<file path="src/rtl/sfrm_pkg.sv">
// Shared types and constants of the sliding-window frame-rate meter.
// No dependencies; compile this file first.
package sfrm_pkg;

   // Width of the frame timestamp in microseconds.
   localparam int TS_W = 63;
   // Width of one slot counter and of the held count.
   localparam int COUNT_W = 16;
   // Width of the frames-per-second result.
   localparam int RESULT_W = 20;

   localparam logic [COUNT_W-1:0] COUNT_MAX = {COUNT_W{1'b1}};
   localparam logic [RESULT_W-1:0] RESULT_MAX = {RESULT_W{1'b1}};

   typedef logic [TS_W-1:0] timestamp_type;
   typedef logic [COUNT_W-1:0] count_type;
   typedef logic [RESULT_W-1:0] result_type;

endpackage

</file>
<file path="src/rtl/sfrm_req_if.sv">
// Valid/ready channel that carries one frame event word (its timestamp).
// Depends on sfrm_pkg.
interface sfrm_req_if
   import sfrm_pkg::*;
();
   logic valid;
   logic ready;
   timestamp_type timestamp_us;

   modport source (output valid, output timestamp_us, input ready);
   modport sink (input valid, input timestamp_us, output ready);
endinterface

</file>
<file path="src/rtl/sfrm_rsp_if.sv">
// Valid/ready channel that carries one frame-rate result word.
// Depends on sfrm_pkg.
interface sfrm_rsp_if
   import sfrm_pkg::*;
();
   logic valid;
   logic ready;
   result_type frames_last_second;

   modport source (output valid, output frames_last_second, input ready);
   modport sink (input valid, input frames_last_second, output ready);
endinterface

</file>
<file path="src/rtl/sliding_window_frame_rate_meter.sv">
// Top level of the sliding-window frame-rate meter.
// Depends on sfrm_pkg, sfrm_req_if and sfrm_rsp_if.

// The meter takes one frame event word per clock cycle and returns one result word per event,
// in order. A result word is presented from the output register, which follows the update stage.
// The slot of an event is floor(timestamp / SLOT_MICROSECONDS) modulo NUM_SLOTS, which equals
// the timestamp modulo the whole window (NUM_SLOTS * SLOT_MICROSECONDS) divided by
// SLOT_MICROSECONDS. That residue is formed without a divider: every timestamp bit carries a
// constant weight (its power of two modulo the window), the weights of the set bits are added
// over two stages (eight-bit groups first, then the group sums), the total is brought below
// the window by six compare-and-subtract steps spread over two more stages, and a fifth stage
// compares the residue with the slot boundaries. The slot counters live in a small synchronous
// memory; its read and the write-back form the last two stages, and the most recent
// write is forwarded to the next event so back-to-back events in the same slot see the updated
// count. A running total of all counters is kept in a register, so the result (all other slots
// plus the held count) needs no sweep of the memory: it equals the total minus the slot's old
// count plus the held count, saturated to 20 bits. Each counter has a valid bit that reset
// clears, so the block is ready right after reset with no clearing pass. The result side has
// an output register and a skid register; the pipeline freezes only while the skid register
// holds a word, so req_chan.ready does not depend on rsp_chan.ready. Outside of that stall
// and of reset, one event word can be taken every cycle.
module sliding_window_frame_rate_meter
   import sfrm_pkg::*;
#(
   parameter int NUM_SLOTS = 10,
   parameter int SLOT_MICROSECONDS = 100000
) (
   input logic clock,
   input logic reset,
   sfrm_req_if.sink req_chan,
   sfrm_rsp_if.source rsp_chan
);

   // Slot index width and running-total width.
   localparam int SW = $clog2(NUM_SLOTS);
   localparam int TW = $clog2(NUM_SLOTS * 65535 + 1);
   localparam int CW = (TW > RESULT_W) ? TW : RESULT_W;
   localparam logic [SW:0] SLOT_NUM = (SW+1)'(NUM_SLOTS);
   // Length of the whole window in microseconds and the width of a residue below it. The
   // timestamp is cut into groups of eight bits; a group sum stays below eight windows and
   // the total below NB windows.
   localparam longint unsigned WIN_US = longint'(NUM_SLOTS) * longint'(SLOT_MICROSECONDS);
   localparam int MW = $clog2(WIN_US);
   localparam int GB = 8;
   localparam int NG = (TS_W + GB - 1) / GB;
   localparam int NB = NG * GB;
   localparam int LOG_NB = $clog2(NB);
   localparam int RED_SPLIT = LOG_NB / 2;
   localparam int GW = MW + $clog2(GB);
   localparam int AW = MW + LOG_NB;

   // Weight of each timestamp bit: two to the power of its position, modulo the window.
   function automatic logic [NB*MW-1:0] bit_weights();
      logic [NB*MW-1:0] tbl;
      logic [MW:0] w;
      tbl = '0;
      w = (MW+1)'(1);
      for (int i = 0; i < NB; i++) begin
         tbl[i*MW +: MW] = w[MW-1:0];
         w = w << 1;
         if (w >= (MW+1)'(WIN_US)) begin
            w = w - (MW+1)'(WIN_US);
         end
      end
      return tbl;
   endfunction

   localparam logic [NB*MW-1:0] BIT_WEIGHT = bit_weights();

   // ---------------------------------------------------------------------------------------
   // Pipeline enable: everything advances unless the skid register is occupied.
   // ---------------------------------------------------------------------------------------
   logic skid_vld_ff;
   logic en;

   assign en = !skid_vld_ff;
   assign req_chan.ready = en && !reset;

   // ---------------------------------------------------------------------------------------
   // Slot-index unit: weighted bit sum, two reduction stages and the boundary compare.
   // ---------------------------------------------------------------------------------------
   logic [GW-1:0] grp_ff [NG];
   logic [GW-1:0] grp_in [NG];
   logic [AW-1:0] sum_ff;
   logic [AW-1:0] sum_in;
   logic [AW-1:0] part_ff;
   logic [AW-1:0] part_in;
   logic [MW-1:0] win_rem_ff;
   logic [MW-1:0] win_rem_in;
   logic [SW-1:0] slot_ff;
   logic [SW-1:0] slot_in;
   logic [4:0] vld_ff;
   logic [4:0] vld_in;

   // Each group adds the weights of its set bits.
   always_comb begin
      logic [NB-1:0] ts_ext;
      ts_ext = NB'(req_chan.timestamp_us);
      for (int g = 0; g < NG; g++) begin
         grp_in[g] = '0;
         for (int b = 0; b < GB; b++) begin
            if (ts_ext[g*GB + b]) begin
               grp_in[g] = grp_in[g] + GW'(BIT_WEIGHT[(g*GB + b)*MW +: MW]);
            end
         end
      end
   end

   always_comb begin
      logic [AW-1:0] acc;
      acc = '0;
      for (int g = 0; g < NG; g++) begin
         acc = acc + AW'(grp_ff[g]);
      end
      sum_in = acc;
   end

   // The total is below NB windows; halving steps of the window bring it below one window.
   always_comb begin
      logic [AW-1:0] x;
      x = sum_ff;
      for (int j = LOG_NB - 1; j >= RED_SPLIT; j--) begin
         if (x >= AW'(WIN_US << j)) begin
            x = x - AW'(WIN_US << j);
         end
      end
      part_in = x;
   end

   always_comb begin
      logic [AW-1:0] x;
      x = part_ff;
      for (int j = RED_SPLIT - 1; j >= 0; j--) begin
         if (x >= AW'(WIN_US << j)) begin
            x = x - AW'(WIN_US << j);
         end
      end
      win_rem_in = x[MW-1:0];
   end

   // The slot is the number of slot boundaries at or below the residue.
   always_comb begin
      slot_in = '0;
      for (int k = 1; k < NUM_SLOTS; k++) begin
         if (win_rem_ff >= MW'(longint'(k) * longint'(SLOT_MICROSECONDS))) begin
            slot_in = SW'(k);
         end
      end
   end

   assign vld_in = {vld_ff[3:0], req_chan.valid};

   always_ff @(posedge clock) begin
      if (en) begin
         for (int g = 0; g < NG; g++) begin
            grp_ff[g] <= grp_in[g];
         end
         sum_ff <= sum_in;
         part_ff <= part_in;
         win_rem_ff <= win_rem_in;
         slot_ff <= slot_in;
      end
   end

   always_ff @(posedge clock) begin
      if (reset) begin
         vld_ff <= '0;
      end else if (en) begin
         vld_ff <= vld_in;
      end
   end

   // ---------------------------------------------------------------------------------------
   // Slot counter memory. The read is issued from the slot stage; the write-back happens
   // from the update stage, which takes the read data register.
   // ---------------------------------------------------------------------------------------
   count_type cnt_mem [NUM_SLOTS];
   count_type rd_data_ff;
   logic [SW-1:0] slot_b_ff;
   logic vld_b_ff;
   logic [NUM_SLOTS-1:0] cnt_vld_ff;
   logic [SW-1:0] wr_addr_ff;
   count_type wr_data_ff;
   logic wr_vld_ff;
   logic wr_en;
   count_type old_cnt;
   count_type new_cnt;

   assign wr_en = en && vld_b_ff;

   always_ff @(posedge clock) begin
      if (en) begin
         rd_data_ff <= cnt_mem[slot_ff];
         slot_b_ff <= slot_ff;
      end
      if (wr_en) begin
         cnt_mem[slot_b_ff] <= new_cnt;
      end
   end

   // ---------------------------------------------------------------------------------------
   // Update stage: old count (forwarded, memory or cleared), new count, held count, total.
   // ---------------------------------------------------------------------------------------
   logic [SW-1:0] prev_slot_ff;
   count_type held_ff;
   count_type held_in;
   logic [TW-1:0] total_ff;
   logic [TW-1:0] total_in;
   logic slot_changed;
   logic [TW-1:0] res_wide;
   result_type res_in;

   always_comb begin
      // The previous event's write landed after this event's read, so take it from the
      // write register; an entry never written since reset reads as zero.
      if (wr_vld_ff && (wr_addr_ff == slot_b_ff)) begin
         old_cnt = wr_data_ff;
      end else if (cnt_vld_ff[slot_b_ff]) begin
         old_cnt = rd_data_ff;
      end else begin
         old_cnt = '0;
      end
      slot_changed = (slot_b_ff != prev_slot_ff);
      if (slot_changed) begin
         new_cnt = count_type'(1);
         held_in = old_cnt;
      end else begin
         new_cnt = (old_cnt == COUNT_MAX) ? old_cnt : old_cnt + count_type'(1);
         held_in = held_ff;
      end
      total_in = total_ff - TW'(old_cnt) + TW'(new_cnt);
      // Other slots plus held count: the total without this slot's old count.
      res_wide = total_ff - TW'(old_cnt) + TW'(held_in);
      if (CW'(res_wide) > CW'(RESULT_MAX)) begin
         res_in = RESULT_MAX;
      end else begin
         res_in = RESULT_W'(res_wide);
      end
   end

   always_ff @(posedge clock) begin
      if (reset) begin
         vld_b_ff <= 1'b0;
         cnt_vld_ff <= '0;
         wr_vld_ff <= 1'b0;
         prev_slot_ff <= '0;
         held_ff <= '0;
         total_ff <= '0;
      end else begin
         if (en) begin
            vld_b_ff <= vld_ff[4];
         end
         if (wr_en) begin
            cnt_vld_ff[slot_b_ff] <= 1'b1;
            wr_vld_ff <= 1'b1;
            prev_slot_ff <= slot_b_ff;
            held_ff <= held_in;
            total_ff <= total_in;
         end
      end
   end

   always_ff @(posedge clock) begin
      if (wr_en) begin
         wr_addr_ff <= slot_b_ff;
         wr_data_ff <= new_cnt;
      end
   end

   // ---------------------------------------------------------------------------------------
   // Result side: output register plus skid register.
   // ---------------------------------------------------------------------------------------
   logic out_vld_ff;
   result_type out_data_ff;
   result_type skid_data_ff;

   always_ff @(posedge clock) begin
      if (reset) begin
         out_vld_ff <= 1'b0;
         skid_vld_ff <= 1'b0;
      end else begin
         priority if (skid_vld_ff) begin
            if (rsp_chan.ready) begin
               skid_vld_ff <= 1'b0;
            end
         end else if (wr_en) begin
            if (!out_vld_ff || rsp_chan.ready) begin
               out_vld_ff <= 1'b1;
            end else begin
               skid_vld_ff <= 1'b1;
            end
         end else if (rsp_chan.ready) begin
            out_vld_ff <= 1'b0;
         end else begin
            out_vld_ff <= out_vld_ff;
         end
      end
   end

   always_ff @(posedge clock) begin
      priority if (skid_vld_ff) begin
         if (rsp_chan.ready) begin
            out_data_ff <= skid_data_ff;
         end
      end else if (wr_en) begin
         if (!out_vld_ff || rsp_chan.ready) begin
            out_data_ff <= res_in;
         end else begin
            skid_data_ff <= res_in;
         end
      end else begin
         out_data_ff <= out_data_ff;
      end
   end

   assign rsp_chan.valid = out_vld_ff;
   assign rsp_chan.frames_last_second = out_data_ff;

   // ---------------------------------------------------------------------------------------
   // Assertions.
   // ---------------------------------------------------------------------------------------
   a_skid_needs_out: assert property (@(posedge clock) disable iff (reset)
      skid_vld_ff |-> out_vld_ff)
      else $error("skid register holds a word while the output register is empty");

   a_stalled_result_kept: assert property (@(posedge clock) disable iff (reset)
      (wr_en && out_vld_ff && !rsp_chan.ready) |=> (skid_vld_ff && out_vld_ff))
      else $error("result produced under a stalled output was dropped");

   a_slot_in_range: assert property (@(posedge clock) disable iff (reset)
      vld_b_ff |-> ({1'b0, slot_b_ff} < SLOT_NUM))
      else $error("slot index out of range");

   a_written_slot_valid: assert property (@(posedge clock) disable iff (reset)
      wr_en |=> (cnt_vld_ff[wr_addr_ff] && wr_vld_ff))
      else $error("written slot not marked valid");

   a_total_bounded: assert property (@(posedge clock) disable iff (reset)
      wr_en |-> (TW'(old_cnt) <= total_ff))
      else $error("running total smaller than a slot count");

endmodule
</file>
<file path="src/flat_wrapper.sv">
// flat-port wrapper written by rule: the top's interface ports become plain ports
module sliding_window_frame_rate_meter_flat import sfrm_pkg::*;
#(
   parameter int NUM_SLOTS = 10,
   parameter int SLOT_MICROSECONDS = 100000
)
  (clock, reset, req_chan_valid, req_chan_timestamp_us, req_chan_ready, rsp_chan_valid, rsp_chan_frames_last_second, rsp_chan_ready);
  sfrm_req_if req_chan_i ();
  sfrm_rsp_if rsp_chan_i ();
  input logic clock;
  input logic reset;
  input wire logic [$bits(req_chan_i.valid)-1:0] req_chan_valid;
  input wire logic [$bits(req_chan_i.timestamp_us)-1:0] req_chan_timestamp_us;
  output wire logic [$bits(req_chan_i.ready)-1:0] req_chan_ready;
  output wire logic [$bits(rsp_chan_i.valid)-1:0] rsp_chan_valid;
  output wire logic [$bits(rsp_chan_i.frames_last_second)-1:0] rsp_chan_frames_last_second;
  input wire logic [$bits(rsp_chan_i.ready)-1:0] rsp_chan_ready;
  assign req_chan_i.valid = req_chan_valid;
  assign req_chan_i.timestamp_us = req_chan_timestamp_us;
  assign req_chan_ready = req_chan_i.ready;
  assign rsp_chan_valid = rsp_chan_i.valid;
  assign rsp_chan_frames_last_second = rsp_chan_i.frames_last_second;
  assign rsp_chan_i.ready = rsp_chan_ready;
  sliding_window_frame_rate_meter #(.NUM_SLOTS(NUM_SLOTS), .SLOT_MICROSECONDS(SLOT_MICROSECONDS)) u_core (.clock(clock), .reset(reset), .req_chan(req_chan_i), .rsp_chan(rsp_chan_i));
endmodule
</file>
<file path="config.mk">
export PLATFORM = sky130hd
export DESIGN_NAME = sliding_window_frame_rate_meter_flat
export DESIGN_NICKNAME = d
export VERILOG_FILES = /design/src/rtl/sfrm_pkg.sv /design/src/rtl/sfrm_req_if.sv /design/src/rtl/sfrm_rsp_if.sv /design/src/rtl/sliding_window_frame_rate_meter.sv /design/src/flat_wrapper.sv
export SDC_FILE = /design/constraint.sdc
export NUM_CORES = 1
export LEC_CHECK = 0
export BUFFER_PORTS_ARGS = -buffer_cell sky130_fd_sc_hd__buf_2
export CAP_MARGIN = 15
export CORE_ASPECT_RATIO = 1.2
export CORE_MARGIN = 2
export CORE_UTILIZATION = 45
export DETAILED_ROUTE_END_ITERATION = 6
export SETUP_SLACK_MARGIN = 0.1
export SLEW_MARGIN = 20
export SYNTH_ARGS = -nofsm -noshare
export SYNTH_HDL_FRONTEND = slang
export SYNTH_SLANG_ARGS = --single-unit
export TNS_END_PERCENT = 10
</file>
<file path="constraint.sdc">
create_clock -name clock -period 14.9 [get_ports clock]
set_clock_uncertainty 0.1 [all_clocks]
set_input_delay 1.49 -clock clock [delete_from_list [all_inputs] [get_ports clock]]
set_output_delay 1.49 -clock clock [all_outputs]
set_load 0.05 [all_outputs]
</file>
After elaboration in Yosys (flattened, before gate mapping)
Memories as Yosys holds them, arrays and structs flattened. A register that Yosys moved wholly into a read port is not among the register bits. Index checks and enable logic that the tools add are counted.

$add $sub $neg: 72. Order comparisons: 18. Eq/ne operators: 5. Muxes and demuxes: 101. Bitwise logic cells: 3. Reduce and logical (&&, ||, !) cells: 16.

Operators by type and width (number): $mux W23 (55); $add A23 B20 Y23 const B (15); $add A23 B19 Y23 const B (11); $mux W20 (11); $add A26 B23 Y26 (6); $mux W26 (5); $ge A20 B20 Y1 const B (4); $mux W16 (5); $add A23 B16 Y23 const B (3); $add A23 B17 Y23 const B (3); $add A23 B18 Y23 const B (3); $add A20 B20 Y21 const B (3); $ge A20 B19 Y1 const B (3); $add A23 B15 Y23 const B (2); $add A20 B16 Y20 (2); $ge A26 B20 Y1 const B (1); $ge A26 B21 Y1 const B (1); $ge A26 B22 Y1 const B (1); $ge A26 B23 Y1 const B (1); $ge A26 B24 Y1 const B (1); $ge A26 B25 Y1 const B (1); $sub A26 B21 Y26 const B (1); $sub A26 B22 Y26 const B (1); $sub A26 B23 Y26 const B (1); 45 further kinds (75).

Bits in registers: 199. Memory bits (writable): 344. Output and inout bits: 22. Word-level logic and storage cells: 236. Memories kept: 2.

Memory list: u_core.grp_ff (depth 8, width 23, read ports 8, clocked after Yosys merged registers in 0, wr ports 8, RTL line sliding_window_frame_rate_meter.sv:82) `logic [GW-1:0] grp_ff [NG];`; u_core.cnt_mem (depth 10, width 16, read ports 1, clocked after Yosys merged registers in 1, wr ports 1, RTL line sliding_window_frame_rate_meter.sv:177) `count_type cnt_mem [NUM_SLOTS];`.

Logic depth before layout (Yosys ltp)
Depth in word-level cells: 15. Depth in mapped cells: 32.

Worst setup path after synthesis
No wires, ideal clock.

Kind: input port to flip-flop. From: in req_chan_timestamp_us[33]. To: mem u_core.grp_ff[1][21] in the netlist's numbering (data pin). Library setup time: 0.273 ns. Data arrival time: 6.728 ns. Data required time: 14.527 ns. Setup slack: 7.799 ns. Stages on the path: 25. Buffers on the path: 3. Cell sequence: clkbuf_1 -> inv_1 -> ha_1 -> clkbuf_1 -> clkbuf_1 -> xnor2_1 -> ha_1 -> and2_1 -> a211oi_2 -> inv_1 -> ha_1 -> nand2_1 -> o21ai_0 -> ha_1 -> and2_1 -> xnor3_1 -> or4_1 -> o211ai_1 -> nand2_1 -> xnor2_1 -> o221ai_1 -> a22oi_1 -> nor3_1 -> nand3b_1 -> xor2_1.

RTL lines: start, declared (RTL line flat_wrapper.sv:13) `input wire logic [$bits(req_chan_i.timestamp_us)-1:0] req_chan_timestamp_us;`; end, declared (RTL line sliding_window_frame_rate_meter.sv:82).

Worst setup path after layout
From: reg u_core.slot_b_ff[0]. To: reg u_core.total_ff[17].

Word-level cells in the longest chain between the ends: 8. Elaborated cells between the ends (all ways): 13. Those cells by class: add/sub: 3; eq/ne: 3; mux: 6; reduce/logical: 1.

RTL lines: start, declared (RTL line sliding_window_frame_rate_meter.sv:179) `logic [SW-1:0] slot_b_ff;`; start signal, assigned (RTL line sliding_window_frame_rate_meter.sv:194) `slot_b_ff <= slot_ff;`; $bmux W1 S4 (RTL line sliding_window_frame_rate_meter.sv:218) `end else if (cnt_vld_ff[slot_b_ff]) begin`; $mux W1 (implied by the code) (RTL line sliding_window_frame_rate_meter.sv:218); $mux W16 (RTL line sliding_window_frame_rate_meter.sv:218); $mux W16 (RTL line sliding_window_frame_rate_meter.sv:216) `if (wr_vld_ff && (wr_addr_ff == slot_b_ff)) begin`; $add A16 B1 Y16 / $eq A16 B16 Y1 (equally long branches) (RTL line sliding_window_frame_rate_meter.sv:228) `new_cnt = (old_cnt == COUNT_MAX) ? old_cnt : old_cnt + count_type'(1);`; $mux W16 (RTL line sliding_window_frame_rate_meter.sv:228); $mux W16 * (RTL line sliding_window_frame_rate_meter.sv:224) `if (slot_changed) begin`; net u_core.new_cnt[1] (RTL line sliding_window_frame_rate_meter.sv:187) `count_type new_cnt;`; $add A20 B16 Y20 * (RTL line sliding_window_frame_rate_meter.sv:231) `total_in = total_ff - TW'(old_cnt) + TW'(new_cnt);`; end signal, assigned (RTL line sliding_window_frame_rate_meter.sv:258) `total_ff <= total_in;`; end, declared (RTL line sliding_window_frame_rate_meter.sv:207) `logic [TW-1:0] total_ff;`.

The timed path passes the listed nets; every way through them passes the cells marked *. The select of a mux whose other input is x is not followed. A chain may end at the register's enable or synchronous reset.

==> results.txt <==
- Layout overhead on the synthesized area: 8.385%
- Number of synthesis warnings: 0
- Setup repair after global routing missed its margin: false
- Cell leakage power: 0.01525 µW
* Number of storage elements in the synthesis netlist: 488
- Kind of end point of the critical path: register
- The library cells used most frequently in the layout, excluding fill and tap cells, are edfxtp_1, nand2_1, xnor2_1.
- In this run the count of I/O pins placed on the die edge is 89.
- The clock drives 488 sinks.
- Hold repair after CTS inserted 0 buffers.
* Number of I/O port buffers: 88
- The die covers 0.08607 mm².
- For flop-to-flop paths, the worst setup slack is 6.71 ns.
- Starting Density: 0.4530
- Synth Area in XOR/XNOR: 0.1106
* Number of antenna violations at the first check in global routing: 9
- After synthesis, the largest family of logic cells by area is compound AO/OA/AOI/OAI gates.
- TritonCTS built the clock tree.
- Hold Vio Cnt, Final: 0
- Mapped Avg Cell Area: 9.733 µm²
- Setup violations remaining at the end of the flow were counted as 0.
- Netlist Area Pre-Place: 0.03768 mm²
- The first global-routing pass estimated 142000 µm of wire.
- Number of buffers created by CTS: 50
- The floorplan has 116 rows.
- After clock tree synthesis, the repair step resized 0 gates.
- In the final timing run, aggregate negative setup slack is 0 ns.
- The path class of the tightest hold or removal check is register to register.
- Synth Area in Simple Gates: 0.1578
- The flow ran to the end, and the final reports show no timing, DRC or antenna violations.
* Achievable Freq: 122.0 MHz
- Fill cell total of the finished layout: 7732
- Global routing finished with a remaining overflow of 0.
* Area leader, netlist: edfxtp_1
- Top Family by Delay on Critical Path: compound AO/OA/AOI/OAI gates
* Final period utilization: 0.5499
- Entering global routing, the biggest net connects 94 pins.
- Of the synthesized area, sequential elements account for 0.3733.
- Critical path launch point type: register
- Die span in y: 321.0 µm
- Power spread over the standard cell area amounts to 266.5 mW/mm².
* Number of flops mapped to enable cells by yosys: 429
- Maximum level of the CTS H-tree: 2
* Number of setup buffers added after CTS: 0
* All-layer global routing usage: 0.2040
- Setup slack after placement: 6.996 ns
* Residual DRC: 0
* Clk_lat worst skew: 0.61 ns
* Data arrival time of the worst path: 8.58 ns
* Share of Yosys cell area claimed by the top area cell type: 0.3419
- Floorplan core area: 0.08316 mm²
- In the final routed layout, each cell accounts on average for 17.58 µm.
- The critical path is of the register to register type.
* First-iteration detailed-routing DRC count: 1767
- No sink is reached through more buffers than the 3 on the longest clock path.
- Once detailed placement completed, the half-perimeter wirelength came to 65650 µm.
- Cells taking the most area after synthesis: edfxtp_1, xnor2_1, ha_1
- The smallest clock period supported by the final layout is computed as 8.194 ns.
* Slowest cell on the critical path: o21ai_1
- Synth unique cells: 103
- Post-DR vias/cell: 5.603
- Width of the die: 268.1 µm
- The congestion estimate from routability-driven global placement came to 0.8763.
* Vias in the first global route: 26.98k
- At the pin with the least slew margin, the transition time is 1.062 ns.
* Share of flip-flops with an asynchronous set or reset: 0
- Total number of vias: 28.17k
- Overall routed net length: 88410 µm
* Final Net Count: 4180
- Minimum hold slack: 0.3145 ns
* CTS clk-pin slew, worst paths: 0.06 ns
* Post-Synthesis Cells: 3871
- Root Buffer Master: clkbuf_16
* Fraction of final layout cells with drive strength greater than 1: 0.08553
- Most common cell after layout, fill and taps aside: edfxtp_1
- The first TritonRoute pass finished after 6 iterations.
* Synthesized-area fraction occupied by ao, oa, aoi and oai cells: 0.1788
* Count of max-cap constraint violations: 0
- Crit path required time: 15.29 ns
* Total buffers and inverters traversed by the critical path: 0
- Maximum ir drop on the vdd rail: 344.1 µV
- ANT nets after route: 0
- Most used flip-flop cell after synthesis: edfxtp_1
- The number of pins exceeding their max-slew limit in the final report is 0.
- Setup slack closes at 6.706 ns.
- Adder-Cell Fraction of Synth Area: 0.09949
- The design draws 10880 µW.
- Final Util: 0.4910
* Stage delay of the slowest cell on the critical path: 0.75 ns
* Fraction of synthesized area in multiplexers: 0.04443
- Most used cell, CP: a21oi_1
* Relative slew margins: 0.2829
- Of all nets on the critical path, the largest fanout is 18.
-- Yosys cell counts, drive strengths merged (82+ instances only) --
cell    count
clkbuf    144
xor2      157
nand3      84
inv       170
ha        166
edfxtp    429
nor2      266
xnor2     290
fa         82
o21ai     200
a21oi     259
nand2     339
-- final cells by class --
cell class	count	area, µm²	area share
multi-input cells	3037	22340	0.5470
flip-flops and latches	488	14060	0.3444
well taps	1121	1403	0.03435
clock buffers	61	1376	0.03370
inverters	173	656.9	0.01609
repair buffers	115	643.1	0.01575
clock inverters	31	351.6	0.008610
diodes	2	5.005	0.0001226
-- metrics by stage --
stage | area, µm² | instances
after floorplan | 37680 | 3872
after global placement | 39100 | 4934
after detailed placement | 39100 | 4934
after CTS | 40820 | 5026
after global routing | 40840 | 5028
final | 40840 | 5028
-- cells by family after synthesis --
| kind of cell | Yosys count |
|---|---|
| simple gates | 1195 |
| mux | 121 |
| compound gates | 1010 |
| buf+inv | 347 |
| fa+ha+maj | 251 |
| flops | 488 |
| other cells | 1 |
| xor+xnor | 458 |
-- path summary, 6_finish.rpt --
path                            cells past startpoint             endpoint                start
worst max-delay path                               28  u_core.total_ff[17]  u_core.slot_b_ff[0]
worst min-delay path                                0     u_core.sum_ff[2]  u_core.grp_ff[0][2]
worst max register to register                     28  u_core.total_ff[17]  u_core.slot_b_ff[0]
worst min register to register                      0     u_core.sum_ff[2]  u_core.grp_ff[0][2]
-- state kept, by name, summed over array words and instances, names as in the netlist, 10 cells and up --
register                            count
u_core.part_ff                         26
u_core.sum_ff                          26
u_core.cnt_mem                        160
u_core.held_ff                         16
u_core.rsp_chan.frames_last_second     20
u_core.cnt_vld_ff                      10
u_core.skid_data_ff                    20
u_core.win_rem_ff                      15
u_core.grp_ff                         118
u_core.wr_data_ff                      16
u_core.total_ff                        20
u_core.rd_data_ff                      16
-- worst register-to-register path, delay by kind of cell (launching register included) --
family                     cells  cell delay [ns]
muxes                          2             0.78
and+or+nand+nor                7             1.78
adders and majority gates      1             0.36
AOI/OAI and AO/OA             18             4.42
DFF                            1             0.64
-- power by group --
group / leakage [µW] / switching (µW) / internal (µW) / total, µW
Clock: 0.000839 / 549 / 765 / 1310
Sequential: 0.00463 / 314 / 2200 / 2520
Combinational: 0.00979 / 3900 / 3150 / 7050
-- layer usage --
metal | up-vias | global-route usage | routed length (µm)
met5 | - | 0 | 84
met4 | 14 | 0.06406 | 2717
met3 | 134 | 0.02381 | 2674
met2 | 439 | 0.3658 | 44890
met1 | 13390 | 0.2543 | 38040
li1 | 14200 | - | -
Power figures use the tool's default switching activity.
